$ cat src/hdl/hpt_pkg.sv
package hpt_pkg;

    localparam int BucketsDef = 1021;
    localparam int EntriesDef = 1024;
    localparam int PayloadWidthDef = 64;

    localparam int PageW = 32;
    localparam int CapW = 11;
    localparam int StatusW = 3;
    localparam int ModeW = 2;
    localparam int SlotW = 10;

    localparam logic [63:0] HashAdd = 64'd1152921504606847229;
    localparam logic [63:0] HashMul = 64'd34359738641;

    typedef enum logic [ModeW-1:0] {
        MODE_INSERT = 2'd0,
        MODE_DELETE = 2'd1,
        MODE_FIND   = 2'd2,
        MODE_READ   = 2'd3
    } mode_t;

    typedef enum logic [StatusW-1:0] {
        ST_OK       = 3'd0,
        ST_MISS     = 3'd1,
        ST_FULL     = 3'd2,
        ST_ABSENT   = 3'd3,
        ST_DBL_DEL  = 3'd4,
        ST_RANGE    = 3'd5
    } status_t;

endpackage

$ cat src/hdl/hpt_hash.sv
module hpt_hash
    import hpt_pkg::*;
#(
    parameter int BUCKETS = BucketsDef,
    localparam int BW = $clog2(BUCKETS)
)
(
    input  logic             clk,
    input  logic             rst_n,
    input  logic             start,
    input  logic [PageW-1:0] page,
    output logic             done,
    output logic [BW-1:0]    bucket
);
    // product mod 2^64 in four 64x16 partial products; then every product bit
    // adds its constant residue 2^j mod BUCKETS, eight bits a cycle; the sum is
    // below 64*BUCKETS and six compare-subtract steps bring it under BUCKETS.
    localparam int AW = BW + 6;
    localparam logic [AW-1:0] BucketsA = AW'(BUCKETS);

    function automatic logic [64*BW-1:0] res_table();
        logic [64*BW-1:0] t;
        int r;
        t = '0;
        r = 1;
        for (int j = 0; j < 64; j++)
        begin
            t[j*BW +: BW] = BW'(r);
            r = (r * 2) % BUCKETS;
        end
        return t;
    endfunction

    localparam logic [64*BW-1:0] ResTab = res_table();

    typedef enum logic [1:0] {H_IDLE, H_MUL, H_FOLD, H_RED} hstate_t;

    hstate_t       state_reg;
    logic [63:0]   sum_reg;
    logic [63:0]   prod_reg;
    logic [1:0]    part_reg;
    logic [2:0]    fold_reg;
    logic [2:0]    step_reg;
    logic [AW-1:0] acc_reg;
    logic [15:0]   mul_chunk;
    logic [63:0]   pp;
    logic [AW-1:0] fold_sum;
    logic [AW-1:0] sub_val;

    always_comb
    begin
        case (part_reg)
            2'd0: mul_chunk = HashMul[15:0];
            2'd1: mul_chunk = HashMul[31:16];
            2'd2: mul_chunk = HashMul[47:32];
            default: mul_chunk = HashMul[63:48];
        endcase
        pp = (64'(sum_reg) * 64'(mul_chunk)) << {part_reg, 4'd0};
        fold_sum = acc_reg;
        for (int k = 0; k < 8; k++)
        begin
            if (prod_reg[k])
                fold_sum = fold_sum + AW'(ResTab[int'({fold_reg, 3'(k)}) * BW +: BW]);
        end
        sub_val = BucketsA << step_reg;
    end

    always_ff @(posedge clk or negedge rst_n)
    begin
        if (!rst_n)
        begin
            state_reg <= H_IDLE;
            done <= 1'b0;
            part_reg <= '0;
            fold_reg <= '0;
            step_reg <= '0;
        end
        else
        begin
            done <= 1'b0;
            case (state_reg)
                H_IDLE:
                begin
                    if (start)
                    begin
                        sum_reg <= 64'(page) + HashAdd;
                        prod_reg <= '0;
                        part_reg <= '0;
                        state_reg <= H_MUL;
                    end
                end
                H_MUL:
                begin
                    prod_reg <= prod_reg + pp;
                    part_reg <= part_reg + 2'd1;
                    if (part_reg == 2'd3)
                    begin
                        acc_reg <= '0;
                        fold_reg <= '0;
                        state_reg <= H_FOLD;
                    end
                end
                H_FOLD:
                begin
                    acc_reg <= fold_sum;
                    prod_reg <= prod_reg >> 8;
                    fold_reg <= fold_reg + 3'd1;
                    if (fold_reg == 3'd7)
                    begin
                        step_reg <= 3'd5;
                        state_reg <= H_RED;
                    end
                end
                H_RED:
                begin
                    if (acc_reg >= sub_val)
                        acc_reg <= acc_reg - sub_val;
                    step_reg <= step_reg - 3'd1;
                    if (step_reg == 3'd0)
                    begin
                        done <= 1'b1;
                        state_reg <= H_IDLE;
                    end
                end
                default: state_reg <= H_IDLE;
            endcase
        end
    end

    assign bucket = acc_reg[BW-1:0];
endmodule

$ cat config.mk
export PLATFORM = sky130hd
export DESIGN_NAME = hpt_hash
export DESIGN_NICKNAME = d
export VERILOG_FILES = /design/src/hdl/hpt_pkg.sv /design/src/hdl/hpt_hash.sv
export SDC_FILE = /design/constraint.sdc
export NUM_CORES = 1
export LEC_CHECK = 0
export BUFFER_PORTS_ARGS = -buffer_cell sky130_fd_sc_hd__buf_2
export CAP_MARGIN = 30
export CORE_MARGIN = 4
export CORE_UTILIZATION = 50
export DETAILED_ROUTE_END_ITERATION = 8
export GPL_ROUTABILITY_DRIVEN = 0
export MAX_ROUTING_LAYER = met4
export PLACE_DENSITY_LB_ADDON = 0.05
export SYNTH_ARGS = -nofsm -noshare
export SYNTH_HDL_FRONTEND = slang
export SYNTH_SLANG_ARGS = --single-unit
$ cat constraint.sdc
create_clock -name clk -period 14.8 [get_ports clk]
set_input_delay 1.48 -clock clk [delete_from_list [all_inputs] [get_ports clk]]
set_output_delay 1.48 -clock clk [all_outputs]
set_load 0.02 [all_outputs]
Word level (Yosys, flattened, before mapping) --
Cells that the tools add are included.
Storage, ports and cells: flip-flop bits (word level) 155, input port bits 35, output and inout bits 11, logic and storage cells 95
Cells by class: $add $sub $neg 14, multiply operators 9, order comparisons 1, equality and inequality tests 11, shifts and indexed selects 10, muxes and demuxes 27, reduce and logical (&&, ||, !) cells 15
Operator list (count):
- variable part select 640 x 11 -> 10 bit (first input constant) | 8
- one-hot mux 64 bit (3 select lines) | 1
- two-way mux 16 bit | 10
- adder 16 x 10 -> 16 bit | 8
- adder 64 bit | 1
- multiplier 64 x 16 -> 64 bit | 1
- two-way mux 64 bit | 1
- << shifter 64 x 6 -> 64 bit | 1
- adder 32 x 61 -> 62 bit (second input constant) | 1
- one-hot mux 16 bit (3 select lines) | 1
- multiplier 6 x 3 -> 9 bit (second input constant) | 4
- one-hot mux 9 bit (2 select lines) | 1
- greater-or-equal comparator 16 bit | 1
- multiplier 5 x 3 -> 8 bit (second input constant) | 2
- << shifter 10 x 3 -> 16 bit (first input constant) | 1
- subtractor 16 bit | 1
- one-hot mux 3 bit (2 select lines) | 2
- two-way mux 2 bit | 5
- != test 2 bit (second input constant) | 5
- equality test 2 bit (second input constant) | 4
- one-hot mux 2 bit (4 select lines) | 1
- AND reduction 4 bit | 2
- multiplier 4 x 3 -> 7 bit (second input constant) | 1
- multiplier 3 x 3 -> 6 bit (second input constant) | 1
- 14 further kinds | 23

Depth between registers and ports, before layout --
depth in word-level cells 19, mapped depth 53, depth with buffers taken out 52

Least setup slack after synthesis --
OpenSTA, ideal clock, no wires.
kind register -> register, from reg fold_reg[0], to reg acc_reg[12], data pin, setup time 176 ps, data arrival time 10898 ps, path slack 3726 ps, cell stages (with the launch flop) 50, path buffers 3, period minus slack after synthesis 11074 ps, cell sequence dfrtp_1 > inv_1 > ha_1 > inv_1 > o21ai_0 > ha_1 > clkbuf_1 > nand2_1 > o21ai_1 > a21oi_1 > a211o_1 > ha_1 > clkbuf_1 > xor2_1 > o21ai_0 > ha_1 > nand2b_1 > o31a_2 > (+14 left out) > ha_1 > inv_1 > nor3_1 > nand2_1 > mux2i_1 > a211oi_1 > mux2i_1 > xnor2_1 > ha_1 > and2_1 > and3_1 > a211oi_1 > a21oi_1 > or2_2 > a311oi_1 > a211oi_1 > o31a_1 > o32ai_1
On the way: longest elaborated chain between the ends 19
Ends and longest elaborated chain:
- start: declaration | line hpt_hash.sv:42 | logic [2:0] fold_reg;
- start signal: assignment | line hpt_hash.sv:107 | fold_reg <= fold_reg + 3'd1;
- multiplier 3 x 3 -> 6 bit | line hpt_hash.sv:63 | fold_sum = fold_sum + AW'(ResTab[int'({fold_reg, 3'(k)}) * BW +: BW]);
- variable part select 640 x 11 -> 10 bit | line hpt_hash.sv:63
- adder 16 x 10 -> 16 bit | line hpt_hash.sv:63
- two-way mux 16 bit | line hpt_hash.sv:62 | if (prod_reg[k])
- adder 16 x 10 -> 16 bit | line hpt_hash.sv:63
- two-way mux 16 bit | line hpt_hash.sv:62
- adder 16 x 10 -> 16 bit | line hpt_hash.sv:63
- two-way mux 16 bit | line hpt_hash.sv:62
- (+3 left out)
- two-way mux 16 bit | line hpt_hash.sv:62
- adder 16 x 10 -> 16 bit | line hpt_hash.sv:63
- two-way mux 16 bit | line hpt_hash.sv:62
- adder 16 x 10 -> 16 bit | line hpt_hash.sv:63
- two-way mux 16 bit | line hpt_hash.sv:62
- adder 16 x 10 -> 16 bit | line hpt_hash.sv:63
- two-way mux 16 bit (*) | line hpt_hash.sv:62
- one-hot mux 16 bit (3 select lines) (*) | line hpt_hash.sv:81 | case (state_reg)
- end signal: assignment | line hpt_hash.sv:105 | acc_reg <= fold_sum;
- end signal: assignment | line hpt_hash.sv:117 | acc_reg <= acc_reg - sub_val;
- end: declaration | line hpt_hash.sv:44 | logic [AW-1:0] acc_reg;
Every way passes the cells marked *; elsewhere a longest branch is shown, timed or not. A chain may end at the register's enable or synchronous reset.

Final worst setup path --
Same ends and word-level chain as after synthesis.

==> metrics <==
Synth area leaders ha_1 18%, edfxtp_1 16%, fa_1 6.1%; slowest CP cell a311oi_1; via count 18600; async set-or-reset flop fraction in the synthesized netlist 0.0887; Slew @ Worst Pin 0.922 ns; Hold-fix buffers, CTS 0; die width 214 µm; drt first pass iters 5; Skew-Pair Late Insertion Delay 0.48 ns; Synth top cells by count 301 x ha_1, 257 x inv_1, 236 x nand2_1; count of cell types in the netlist between 100 and 150; Critical Path Source Type flip-flop; GRT Total Usage 0.262; Clock Path Buffers 2; final number of hold-violating endpoints 0; Worst Setup SP fold_reg[0]; post-CTS setup buffer count 0; Critical Path End acc_reg[12]; Synth Cell Area 21200 µm²; die area 45800 µm²; Syn Area/Cell between 8 and 9 µm²; reg2reg end acc_reg[12]; Core Area 41900 µm²; post-layout min period about 12 ns; dominant synthesized flop cell edfxtp_1; Area Growth Syn to Fin 5.54%; number of flip-flops under the largest register name 64; Final setup viols 0; layout cells sized above 1 0.0649; highest metal used met4; Post-Syn Instances 2621; count leader, synth ha_1; WL/cell ~19 µm; diodes inserted 0; Num CTS Buffers 17; I/O pin count 46; Synth Area in Compound Gates 0.217; sequential area share after synthesis 0.173; vias in the first global route 18100; HP Class reg2reg; mux contribution to synthesized area 0.0240; clock skew 0.00984 ns; #FFs+latches synth 124; CTS tree done; max_cap viols 0; first-pass GRT wire length 94900 µm; Final Net Count around 3000; status completed; Routed Antenna Nets 0; root buffer cell clkbuf_16; Setup TNS 0 ns; fill count 3999; fmax 0.0831 GHz; Clk pin slew, worst setup/hold paths approximately 0.060 ns; Required @ worst endpoint between 15 and 20 ns; Slew headroom 0.385; Vert. Die Dim 214 µm; number of synthesized flops with an enable pin around 110; Rows 75; RSZ-0062 raised after global routing false; DPL Wire Length between 40000 and 50000 µm; IO buf count 45; adder-cell share of the synthesized area 0.240; Synth top area share 0.177; flop2flop setup slack roughly 2.8 ns; clock sink total 124; met2 routed WL between 30000 and 40000 µm; met3 WL approximately 2000 µm; reg-to-reg critical path startpoint fold_reg[0]; DRC Markers 0; wl on met1 24800 µm; H-tree depth 4; Slew Limit Fails 0; xor/xnor cell area share of the yosys netlist 0.0873; final setup margin 2.77 ns; routed vias/inst 5.90; Crit path largest cell delay about 0.61 ns; fin crit share 0.813; GRT Residual Overflow 0; critical path class reg2reg; main combinational cell family by area after synthesis adder cells; Initial Util 0.506; critical path arrival 12.33 ns; Max FO, Critical Path 10; post-synthesis net count 3022; final wirelength 59300 µm; DR iter-0 viols ~1200; most frequent cell on the critical path ha_1; post-synth top area cell ha_1; CP endpoint kind flip-flop; post_cts resized 0; post-synthesis simple-gate area fraction 0.192; largest net degree at the start of global routing 65; DP Worst Slack 2.82 ns; initial antenna violation count 0; Synth Warn # 0; r2r worst-path depth between 40 and 50
area by class of cell:
cell class	instances	area [µm²]	share of cell area
Timing Repair Buffer	63	395	0.0176
Clock buffer	19	433	0.0193
Inverter	261	982	0.0438
Sequential cell	124	3670	0.164
Multi-Input combinational cell	2142	16200	0.721
Tap cell	539	674	0.0301
Clock inverter	11	104	0.00463
cell usage in the layout, fill, tap and decap left out, drive strengths merged, types with 24 or more instances in the layout:
| cell type | instances |
|---|---|
| fa | 65 |
| nor2 | 168 |
| o21bai | 32 |
| xor2 | 72 |
| a211oi | 31 |
| nor2b | 24 |
| a21o | 69 |
| inv | 260 |
| nand2 | 236 |
| a21oi | 168 |
| and3 | 27 |
| nand2b | 42 |
| xnor2 | 135 |
| o21a | 25 |
| o21ai | 190 |
| mux2i | 27 |
| nor3 | 52 |
| o22ai | 24 |
| edfxtp | 113 |
| and2 | 103 |
| ha | 301 |
| buf | 63 |
| nand3 | 57 |
per-layer routing:
layer | global-route usage | up-vias
met4 | 0.0986 | 0
met5 | - | -
met1 | 0.304 | 8821
li1 | - | 9303
met2 | 0.467 | 403
met3 | 0.0313 | 111
cell families (layout without fill, tap and decap cells):
| logic type | Yosys count | after routing |
|---|---|---|
| AO/OA/AOI/OAI | 703 | 703 |
| XOR/XNOR | 207 | 207 |
| adder cells (fa/ha/maj) | 369 | 369 |
| buffers and inverters | 355 | 354 |
| flip-flops | 124 | 124 |
| multiplexers | 48 | 48 |
| AND/OR/NAND/NOR | 815 | 815 |
worst min path at each step:
| stage | from | endpoint | slack, ns | cells past startpoint |
|---|---|---|---|---|
| final | state_reg[1] | state_reg[1] | 0.57 | 1 |
| after CTS | prod_reg[42] | prod_reg[34] | 0.56 | 2 |
| after floorplan | prod_reg[56] | prod_reg[48] | 0.52 | 2 |
| after global routing | prod_reg[42] | prod_reg[34] | 0.58 | 2 |
| after detailed placement | prod_reg[42] | prod_reg[34] | 0.55 | 2 |
| after global placement | prod_reg[42] | prod_reg[34] | 0.54 | 2 |
stage by stage:
stage	area (µm²)	instances	utilization	hold slack, ns
after detailed placement	21800	3128	0.521	0.548
after global routing	22400	3159	0.534	0.577
after floorplan	21200	2621	-	0.522
after CTS	22400	3158	0.534	0.563
final	22400	3159	0.534	0.565
after global placement	21800	3126	0.520	0.542
critical path, delay by kind of cell (launching register included):
kind	cells	cell delay (ns)
flops	1	0.43
buf+inv	3	0.55
xor+xnor	2	0.35
compound gates	13	3.35
fa+ha+maj	8	2.86
mux	4	1.01
simple gates	17	3.30
Power is left out: the tool's default activity adds up to more than one toggle a clock period on the data nets, which glitch-free logic cannot reach.
